**src/rtl/core/sewm_pkg.sv**
```systemverilog
// ----------------------------------------------------------------------------
// sewm_pkg
// Types and thresholds of the safety edge and wicket monitor.
// ----------------------------------------------------------------------------
`default_nettype none

package sewm_pkg;

    // Configuration register indexes
    localparam logic [1:0] CFG_EDGE_TYPE      = 2'd0;
    localparam logic [1:0] CFG_WICKET_MODE    = 2'd1;
    localparam logic [1:0] CFG_WICKET_LEARNED = 2'd2;

    // Edge types
    localparam logic [1:0] EDGE_RESISTIVE = 2'd0;
    localparam logic [1:0] EDGE_8K2       = 2'd1;
    localparam logic [1:0] EDGE_OPTICAL   = 2'd2;

    // Wicket modes
    localparam logic [1:0] WK_MODE_OFF     = 2'd0;
    localparam logic [1:0] WK_MODE_LEARNED = 2'd1;
    localparam logic [1:0] WK_MODE_NC      = 2'd2;

    // Counters
    localparam int unsigned TOGGLE_PERIOD_I = 600;
    localparam int unsigned SETTLE_RELOAD_I = 60;
    localparam logic [9:0]  TOGGLE_PERIOD   = 10'(TOGGLE_PERIOD_I);
    localparam logic [9:0]  TOGGLE_HALF     = 10'(TOGGLE_PERIOD_I / 2);
    localparam logic [5:0]  SETTLE_RELOAD   = 6'(SETTLE_RELOAD_I);

    // Edge thresholds (ADC counts)
    localparam logic [11:0] SUPPLY_LOW      = 12'd1489;
    localparam logic [11:0] EDGE_TEST_LOW   = 12'd1241;
    localparam logic [11:0] EDGE_RES_ACTIVE = 12'd3227;
    localparam logic [11:0] EDGE_BAND_LOW   = 12'd2730;
    localparam logic [11:0] EDGE_BAND_HIGH  = 12'd3600;
    localparam logic [11:0] EDGE_8K2_ACTIVE = 12'd3662;

    // Wicket thresholds (ADC counts)
    localparam logic [11:0] WK_MIN          = 12'd1135;
    localparam logic [11:0] WK_TEST_OPEN    = 12'd1055;
    localparam logic [11:0] WK_TOL          = 12'd186;
    localparam logic [11:0] WK_TYPE_F       = 12'd1451;
    localparam logic [11:0] WK_TYPE_F_LOW   = 12'(1451 - 186);
    localparam logic [11:0] WK_TYPE_F_HIGH  = 12'(1451 + 186);
    localparam logic [11:0] WK_SHORT_BAND   = 12'd3500;
    localparam logic [11:0] WK_SHORT_TOP    = 12'd4001;
    localparam logic [11:0] WK_NC_CLOSED    = 12'd3103;

    typedef enum logic [1:0] {
        WK_OK    = 2'd0,
        WK_OPEN  = 2'd1,
        WK_SHORT = 2'd2
    } t_wicket_status;

    typedef struct packed {
        logic [11:0] edge_sample;
        logic [11:0] wicket_sample;
        logic        self_test;
        logic        run_active;
        logic        optical_present;
        logic        encoder_error;
        logic        end_limit;
    } t_in_item;

    typedef struct packed {
        logic           edge_active;
        logic           edge_error;
        logic           supply_fail_high;
        logic           supply_fail_low;
        t_wicket_status wicket_status;
        logic           wicket_range_fault;
    } t_out_item;

endpackage

`default_nettype wire

```
**src/rtl/core/safety_edge_wicket_monitor.sv**
```systemverilog
// ----------------------------------------------------------------------------
// safety_edge_wicket_monitor
// Classifies safety edge and wicket ADC sample pairs, tracks supply failure.
// ----------------------------------------------------------------------------
//  channel | direction | handshake               | payload
//  in      | input     | i_in_valid / o_in_stall  | i_in_data  (t_in_item)
//  out     | output    | o_out_valid / i_out_stall| o_out_data (t_out_item)
//  cfg     | input     | i_cfg_we                 | i_cfg_index, i_cfg_data
//
//  One sample pair per cycle unless the output stalls. A pair is taken into the
//  input register, then classified in one pass into the result register.
//  Reset (synchronous, active low) clears configuration, valid flags and monitor state; data registers are not reset.
//  While the result is stalled, one more pair is held in the input register;
//  the input stalls only when both registers are full.
// ----------------------------------------------------------------------------
`default_nettype none

module safety_edge_wicket_monitor (
    input  wire logic               i_clk,
    input  wire logic               i_rst_n,
    input  wire logic               i_in_valid,
    output logic                    o_in_stall,
    input  wire sewm_pkg::t_in_item i_in_data,
    output logic                    o_out_valid,
    input  wire logic               i_out_stall,
    output sewm_pkg::t_out_item     o_out_data,
    input  wire logic               i_cfg_we,
    input  wire logic [1:0]         i_cfg_index,
    input  wire logic [11:0]        i_cfg_data
);

    // configuration
    logic [1:0]  r_edge_type;
    logic [1:0]  r_wicket_mode;
    logic [11:0] r_wicket_learned;

    // pipeline
    logic                r_in_valid;
    sewm_pkg::t_in_item  r_in;
    logic                r_out_valid;
    sewm_pkg::t_out_item r_out;
    logic                advance;

    // monitor state
    logic [9:0]               r_toggle_count, n_toggle_count;
    logic [5:0]               r_settle_count, n_settle_count;
    logic                     r_edge_flag, n_edge_flag;
    logic                     r_error_flag, n_error_flag;
    logic                     r_fail_high, n_fail_high;
    logic                     r_fail_low, n_fail_low;
    sewm_pkg::t_wicket_status r_wicket_state, n_wicket_state;
    logic                     r_range_flag, n_range_flag;

    // wicket window sums, one bit wider than the sample
    logic [12:0] w_plus_tol;
    logic [12:0] l_plus_tol;
    logic        w_in_window;
    logic        learned_type_f;

    assign advance     = r_in_valid && (!r_out_valid || !i_out_stall);
    assign o_in_stall  = r_in_valid && !advance;
    assign o_out_valid = r_out_valid;
    assign o_out_data  = r_out;

    assign w_plus_tol     = {1'b0, r_in.wicket_sample} + {1'b0, sewm_pkg::WK_TOL};
    assign l_plus_tol     = {1'b0, r_wicket_learned} + {1'b0, sewm_pkg::WK_TOL};
    assign w_in_window    = (w_plus_tol > {1'b0, r_wicket_learned})
                         && ({1'b0, r_in.wicket_sample} < l_plus_tol);
    assign learned_type_f = (r_wicket_learned > sewm_pkg::WK_TYPE_F_LOW)
                         && (r_wicket_learned < sewm_pkg::WK_TYPE_F_HIGH);

    always_comb begin
        logic [11:0] s;
        logic [11:0] w;
        logic        test;
        logic        run;
        logic        opt;

        s    = r_in.edge_sample;
        w    = r_in.wicket_sample;
        test = r_in.self_test;
        run  = r_in.run_active;
        opt  = r_in.optical_present;

        n_toggle_count = r_toggle_count;
        n_settle_count = r_settle_count;
        n_edge_flag    = r_edge_flag;
        n_error_flag   = r_error_flag;
        n_fail_high    = r_fail_high;
        n_fail_low     = r_fail_low;
        n_wicket_state = r_wicket_state;
        n_range_flag   = r_range_flag;

        if (n_settle_count != 6'd0) begin
            n_settle_count = n_settle_count - 6'd1;
        end

        // supply dip: alternate the sticky fail flags
        if (!test && s < sewm_pkg::SUPPLY_LOW) begin
            if (n_toggle_count != 10'd0) begin
                n_toggle_count = n_toggle_count - 10'd1;
            end else begin
                n_toggle_count = sewm_pkg::TOGGLE_PERIOD;
            end
            n_fail_high = n_toggle_count > sewm_pkg::TOGGLE_HALF;
            n_fail_low  = !(n_toggle_count > sewm_pkg::TOGGLE_HALF);
        end

        // edge classification; a setup error forces the edge active
        case (r_edge_type)
            sewm_pkg::EDGE_RESISTIVE: begin
                if (test) begin
                    n_edge_flag = s < sewm_pkg::EDGE_TEST_LOW;
                end else begin
                    n_edge_flag = s < sewm_pkg::EDGE_RES_ACTIVE;
                    if (s >= sewm_pkg::EDGE_BAND_LOW && s <= sewm_pkg::EDGE_BAND_HIGH) begin
                        if (n_settle_count == 6'd0) begin
                            n_error_flag = 1'b1;
                            n_edge_flag  = 1'b1;
                        end
                    end else begin
                        n_error_flag   = 1'b0;
                        n_settle_count = sewm_pkg::SETTLE_RELOAD;
                    end
                    if (run && (opt || s < sewm_pkg::EDGE_RES_ACTIVE)) begin
                        n_error_flag = 1'b1;
                        n_edge_flag  = 1'b1;
                    end
                end
            end
            sewm_pkg::EDGE_8K2: begin
                if (test) begin
                    n_edge_flag = s < sewm_pkg::EDGE_TEST_LOW;
                end else begin
                    n_edge_flag = s > sewm_pkg::EDGE_8K2_ACTIVE;
                    if (s < sewm_pkg::EDGE_BAND_LOW) begin
                        if (n_settle_count == 6'd0) begin
                            n_error_flag = 1'b1;
                            n_edge_flag  = 1'b1;
                        end
                    end else begin
                        n_error_flag   = 1'b0;
                        n_settle_count = sewm_pkg::SETTLE_RELOAD;
                    end
                    if (run && (s > sewm_pkg::EDGE_8K2_ACTIVE
                                || s < sewm_pkg::EDGE_BAND_LOW || opt)) begin
                        n_error_flag = 1'b1;
                        n_edge_flag  = 1'b1;
                    end
                end
            end
            sewm_pkg::EDGE_OPTICAL: begin
                if (s < sewm_pkg::EDGE_BAND_LOW) begin
                    n_error_flag   = 1'b0;
                    n_settle_count = sewm_pkg::SETTLE_RELOAD;
                end else begin
                    n_error_flag = 1'b1;
                    n_edge_flag  = 1'b1;
                end
            end
            default: begin
                // unused edge type: flags hold
            end
        endcase

        // wicket classification
        if (!run && r_in.encoder_error && w > sewm_pkg::WK_MIN && r_in.end_limit) begin
            n_wicket_state = sewm_pkg::WK_OK;
            n_range_flag   = 1'b0;
        end else if (test) begin
            n_wicket_state = (w < sewm_pkg::WK_TEST_OPEN) ? sewm_pkg::WK_OPEN : sewm_pkg::WK_OK;
        end else begin
            n_range_flag = 1'b0;
            case (r_wicket_mode)
                sewm_pkg::WK_MODE_LEARNED: begin
                    if (w < sewm_pkg::WK_MIN) begin
                        n_range_flag   = 1'b1;
                        n_wicket_state = sewm_pkg::WK_OPEN;
                    end else if (learned_type_f) begin
                        if (w < sewm_pkg::WK_SHORT_BAND && w > sewm_pkg::WK_TYPE_F_HIGH) begin
                            n_wicket_state = sewm_pkg::WK_SHORT;
                        end else if (w > sewm_pkg::WK_SHORT_TOP) begin
                            n_wicket_state = sewm_pkg::WK_SHORT;
                        end else if (w_in_window) begin
                            n_wicket_state = sewm_pkg::WK_OK;
                        end else begin
                            n_wicket_state = sewm_pkg::WK_OPEN;
                        end
                    end else if (w_in_window) begin
                        n_wicket_state = sewm_pkg::WK_OK;
                    end else if ({1'b0, w} >= l_plus_tol) begin
                        n_wicket_state = sewm_pkg::WK_SHORT;
                    end else begin
                        n_wicket_state = sewm_pkg::WK_OPEN;
                    end
                end
                sewm_pkg::WK_MODE_NC: begin
                    if (w > sewm_pkg::WK_NC_CLOSED) begin
                        n_wicket_state = sewm_pkg::WK_OK;
                    end else begin
                        n_range_flag   = 1'b1;
                        n_wicket_state = sewm_pkg::WK_OPEN;
                    end
                end
                default: begin
                    // no wicket check: status holds
                end
            endcase
        end
    end

    always_ff @(posedge i_clk) begin
        if (!i_rst_n) begin
            r_edge_type      <= sewm_pkg::EDGE_RESISTIVE;
            r_wicket_mode    <= sewm_pkg::WK_MODE_OFF;
            r_wicket_learned <= 12'd0;
        end else if (i_cfg_we) begin
            case (i_cfg_index)
                sewm_pkg::CFG_EDGE_TYPE:      r_edge_type      <= i_cfg_data[1:0];
                sewm_pkg::CFG_WICKET_MODE:    r_wicket_mode    <= i_cfg_data[1:0];
                sewm_pkg::CFG_WICKET_LEARNED: r_wicket_learned <= i_cfg_data;
                default: begin
                end
            endcase
        end
    end

    always_ff @(posedge i_clk) begin
        if (!i_rst_n) begin
            r_in_valid     <= 1'b0;
            r_out_valid    <= 1'b0;
            r_toggle_count <= 10'd0;
            r_settle_count <= 6'd0;
            r_edge_flag    <= 1'b0;
            r_error_flag   <= 1'b0;
            r_fail_high    <= 1'b0;
            r_fail_low     <= 1'b0;
            r_wicket_state <= sewm_pkg::WK_OK;
            r_range_flag   <= 1'b0;
        end else begin
            if (!o_in_stall) begin
                r_in_valid <= i_in_valid;
            end
            if (advance) begin
                r_out_valid    <= 1'b1;
                r_toggle_count <= n_toggle_count;
                r_settle_count <= n_settle_count;
                r_edge_flag    <= n_edge_flag;
                r_error_flag   <= n_error_flag;
                r_fail_high    <= n_fail_high;
                r_fail_low     <= n_fail_low;
                r_wicket_state <= n_wicket_state;
                r_range_flag   <= n_range_flag;
            end else if (!i_out_stall) begin
                r_out_valid <= 1'b0;
            end
        end
    end

    always_ff @(posedge i_clk) begin
        if (!o_in_stall && i_in_valid) begin
            r_in <= i_in_data;
        end
        if (advance) begin
            r_out.edge_active        <= n_edge_flag;
            r_out.edge_error         <= n_error_flag;
            r_out.supply_fail_high   <= n_fail_high;
            r_out.supply_fail_low    <= n_fail_low;
            r_out.wicket_status      <= n_wicket_state;
            r_out.wicket_range_fault <= n_range_flag;
        end
    end

    // ------------------------------------------------------------------------
    // Assertions
    // ------------------------------------------------------------------------
    a_fail_exclusive: assert property (@(posedge i_clk) disable iff (!i_rst_n)
        !(r_fail_high && r_fail_low))
        else $error("both supply fail flags set");

    a_held_pair: assert property (@(posedge i_clk) disable iff (!i_rst_n)
        (r_in_valid && !advance) |=> (r_in_valid && $stable(r_in)))
        else $error("held sample pair lost");

    a_stall_only_full: assert property (@(posedge i_clk) disable iff (!i_rst_n)
        o_in_stall |-> (r_in_valid && r_out_valid && i_out_stall))
        else $error("input stalled with room free");

    a_settle_range: assert property (@(posedge i_clk) disable iff (!i_rst_n)
        r_settle_count <= sewm_pkg::SETTLE_RELOAD)
        else $error("settle counter above reload");

    a_toggle_range: assert property (@(posedge i_clk) disable iff (!i_rst_n)
        r_toggle_count <= sewm_pkg::TOGGLE_PERIOD)
        else $error("toggle counter above period");

endmodule

`default_nettype wire
```
**config.mk**
```make
export PLATFORM = sky130hd
export DESIGN_NAME = safety_edge_wicket_monitor
export DESIGN_NICKNAME = d
export VERILOG_FILES = /design/src/rtl/core/sewm_pkg.sv /design/src/rtl/core/safety_edge_wicket_monitor.sv
export SDC_FILE = /design/constraint.sdc
export NUM_CORES = 1
export LEC_CHECK = 0
export BUFFER_PORTS_ARGS = -buffer_cell sky130_fd_sc_hd__clkbuf_2
export CAP_MARGIN = 30
export CORE_ASPECT_RATIO = 0.6
export CORE_MARGIN = 4
export CORE_UTILIZATION = 29
export DETAILED_ROUTE_END_ITERATION = 7
export MAX_ROUTING_LAYER = met4
export PLACE_DENSITY = 0.5
export SYNTH_ARGS = -nofsm -noshare
export SYNTH_HDL_FRONTEND = slang
export SYNTH_SLANG_ARGS = --single-unit
```
**constraint.sdc**
```tcl
create_clock -name i_clk -period 7.2 [get_ports i_clk]
set_input_delay 1.08 -clock i_clk [delete_from_list [all_inputs] [get_ports i_clk]]
set_output_delay 1.08 -clock i_clk [all_outputs]
set_load 0.1 [all_outputs]
```
==> metrics.yaml <==
synthesis:
  synth_top_area_share: 0.2241
  synthDominantAreaCellType: "edfxtp_1"
  yosysSeqAreaShare: 0.3942
  syn_inst: 543
  synthesis.area_um2: 4825
  synthTopCellsByArea: "edfxtp_1 (22%), dfxtp_1 (17%), ha_1 (8.0%)"
  synth_edf_count: 36
  synth_area_per_cell_um2: 8.885
  ys_ff_latch: 77
  ys_warn_count: 0
  synth_ff_type: "dfxtp_1"
  async_reset_ff_frac: 0
  syn_nets: 622
  synth_cell_types: 70
placement:
  dp.cells: 806
  dpl-instance-area_um2: 5298
  place_ws_ns: 3.887
  dp_hpwl_um: 9590
  io_buffer_count: 56
  gp_congestion: 0.9011
setup_path:
  worst_path_max_delay_cell: "o41ai_1"
  r2r_end: "o_out_data[2]"
  worst-r2r-setup-slack_ns: 3.78
  critPathTopFamily: "compound AO/OA/AOI/OAI gates"
  crit_chain: "ha_1, o41ai_1, nand2b_1, nand3_1, xnor2_1, ha_1, nand3_1, nor4_1, o221a_2, a21o_1, a21oi_1, o41ai_1"
  cp.depth: 12
  crit_path_start_kind: "flip-flop"
  regToRegStartpoint: "r_in[6]"
  critPathBufInv: 0
  required_ns: 7.34
  endpoint: "o_out_data[2]"
  crit_fanout: 7
  endpoint_kind: "flip-flop"
  r2r_cells: 12
  arrival_ns: 3.56
  cp_slowest_stage_delay_ns: 0.68
  crit_path_start: "r_in[6]"
  path_class: "reg -> reg"
cells_and_area:
  fin_cells: 822
  layout_commonest_cell: "nor2_1"
  fill_cells: 1656
  fin_nets: 668
  final_cell_mix: "nor2_1 (60), clkbuf_2 (56), nand2_1 (44)"
  final_area_um2: 5620
  multiInputGateArea_um2: 2699
  syn_to_final_growth_pct: 16.49
  seq_area_um2: 1902
  antenna_cells: 0
  drive_gt1_frac: 0.1549
routing:
  wl_um: 12590
  wl_per_cell_um: 15.32
  dr.pass1.iters: 5
  first_iter_violations: 290
  drcViolationCount: 0
  vias: 4175
  via_per_inst: 5.079
  antenna_left: 0
global_route:
  antenna_found_initial: 0
  grt_max_degree: 30
  grt_pass1_vias: 3915
  busiest_layer: "met2"
  grt-ovfl-total: 0
  grt_use_met2: 0.1977
  gr-usage-met3: 0.03159
  use_met1: 0.1971
  grt_pass1_wl_um: 20160
  track_usage: 0.1386
cts:
  cts_sinks: 77
  cts_tree: "done"
  cts_buffers: 9
  insertion_delay_ns: 0.34
  cts_resized: 0
  htree_levels: 3
  postCtsSetupBuffers: 0
  hold_buffers: 0
  root_buffer: "clkbuf_16"
  clockBufferDepth: 2
  clkTransAtPathRegs_ns: 0.06
die:
  rows: 36
  die_h_um: 107.9
  die_x_um: 174.5
  coreArea_um2: 16260
  dieArea_um2: 18830
  start_util: 0.2967
  ios: 57
power:
  peakVddDrop_uv: 105.2
  combPwrFrac: 0.182
  clockPowerShare: 0.399
  seq_power_share: 0.419
  p_sw_frac: 0.2869
  intPower_w: 0.0008782
  total_power_w: 0.001232
  power_leakage_nw: 2.209
  p_sw_w: 0.0003533
  power.density_nw_per_um2: 219.1
timing:
  tns_ns: 0
  period_minus_slack_ns: 3.423
  slew_headroom: 0.3901
  fin_ws_ns: 3.777
  rsz0062_at_grt: "no"
  max_freq_mhz: 292.1
  maxSlewViolCount: 0
  finClkSkew_ns: 0.005603
  tightestPinTransition_ns: 0.9079
  setup_violations: 0
  hold_viol: 0
  period_share: 0.4754
min_path:
  hold_path.startpoint: "r_range_flag"
  hp-class: "reg -> reg"
flow_run:
  cap_violations: 0
outcome:
  outcome: "complete, no violations"
-- tightest hold or removal path: stages (launching register included) --
cell	delay, ns
dfxtp_1	0.31
nand2_1	0.05
a21oi_1	0.05
-- power groups by stage --
| stage | Clock, W | Combinational, W | Sequential, W |
|---|---|---|---|
| floorplan | 0 | 0.000157 | 0.000526 |
| global placement | 0 | 0.000218 | 0.000524 |
| detailed placement | 0 | 0.000221 | 0.000524 |
| CTS | 0.000505 | 0.000223 | 0.000515 |
| global route | 0.000521 | 0.000251 | 0.000520 |
| finish | 0.000492 | 0.000224 | 0.000516 |
-- per-layer routing --
metal  up-vias  wire, um
li1       2092         -
met1      1966      6624
met2       107      5176
met3        10       668
met4         0       123
met5         -         0
-- cell families (layout without fill, tap and decap cells) --
| family | Yosys count | in the layout | share of synthesized area |
|---|---|---|---|
| xor gates and xnor gates | 15 | 15 | 0.02723 |
| muxes | 20 | 20 | 0.04175 |
| adders and majority gates | 31 | 31 | 0.08039 |
| buffers and inverters | 55 | 106 | 0.04694 |
| and+or+nand+nor | 205 | 205 | 0.2160 |
| DFF | 77 | 77 | 0.3942 |
| AOI/OAI and AO/OA | 140 | 140 | 0.1935 |
-- sequential cells by signal, indices dropped and copies added, names as in the netlist --
name / count
r_fail_low: 1
r_fail_high: 1
r_wicket_state: 2
r_wicket_learned: 12
r_edge_flag: 1
r_in_valid: 1
o_out_valid: 1
r_in: 29
r_edge_type: 2
o_out_data: 7
r_wicket_mode: 2
r_toggle_count: 10
r_settle_count: 6
r_error_flag: 1
r_range_flag: 1
-- worst min path at each step --
| stage | endpoint | slack [ns] | cells past startpoint |
|---|---|---|---|
| 2_1_floorplan | r_fail_low | 0.43 | 2 |
| 3_3_place_gp | r_fail_low | 0.45 | 2 |
| 3_5_place_dp | r_fail_low | 0.45 | 2 |
| 4_1_cts | r_fail_low | 0.46 | 2 |
| 5_1_grt | r_fail_low | 0.50 | 2 |
| 6_report | r_range_flag | 0.46 | 2 |
-- synth_stat cells (13+ instances only) --
library cell	n
a21oi_1	34
clkbuf_1	16
dfxtp_1	41
edfxtp_1	36
ha_1	31
inv_1	32
mux2i_1	19
nand2_1	44
nand3_1	13
nand4_1	15
nor2_1	60
nor2b_1	13
nor3_1	18
o21ai_0	28
-- per-stage QoR --
step           hold slack, ns    util
5_1_grt                0.4953  0.3456
4_1_cts                0.4642  0.3456
2_1_floorplan          0.4329       -
6_report               0.4614  0.3456
3_5_place_dp           0.4544  0.3258
3_3_place_gp           0.4455  0.3258
-- final cells by class --
class                           instances  area share
Sequential cell                        77      0.3384
Inverter                               33     0.02204
Tap cell                              228     0.05076
Clock buffer                            9     0.04007
Multi-Input combinational cell        411      0.4802
Timing Repair Buffer                   57     0.05120
Clock inverter                          7     0.01736
No activity file was read; power rests on OpenSTA's default activity.
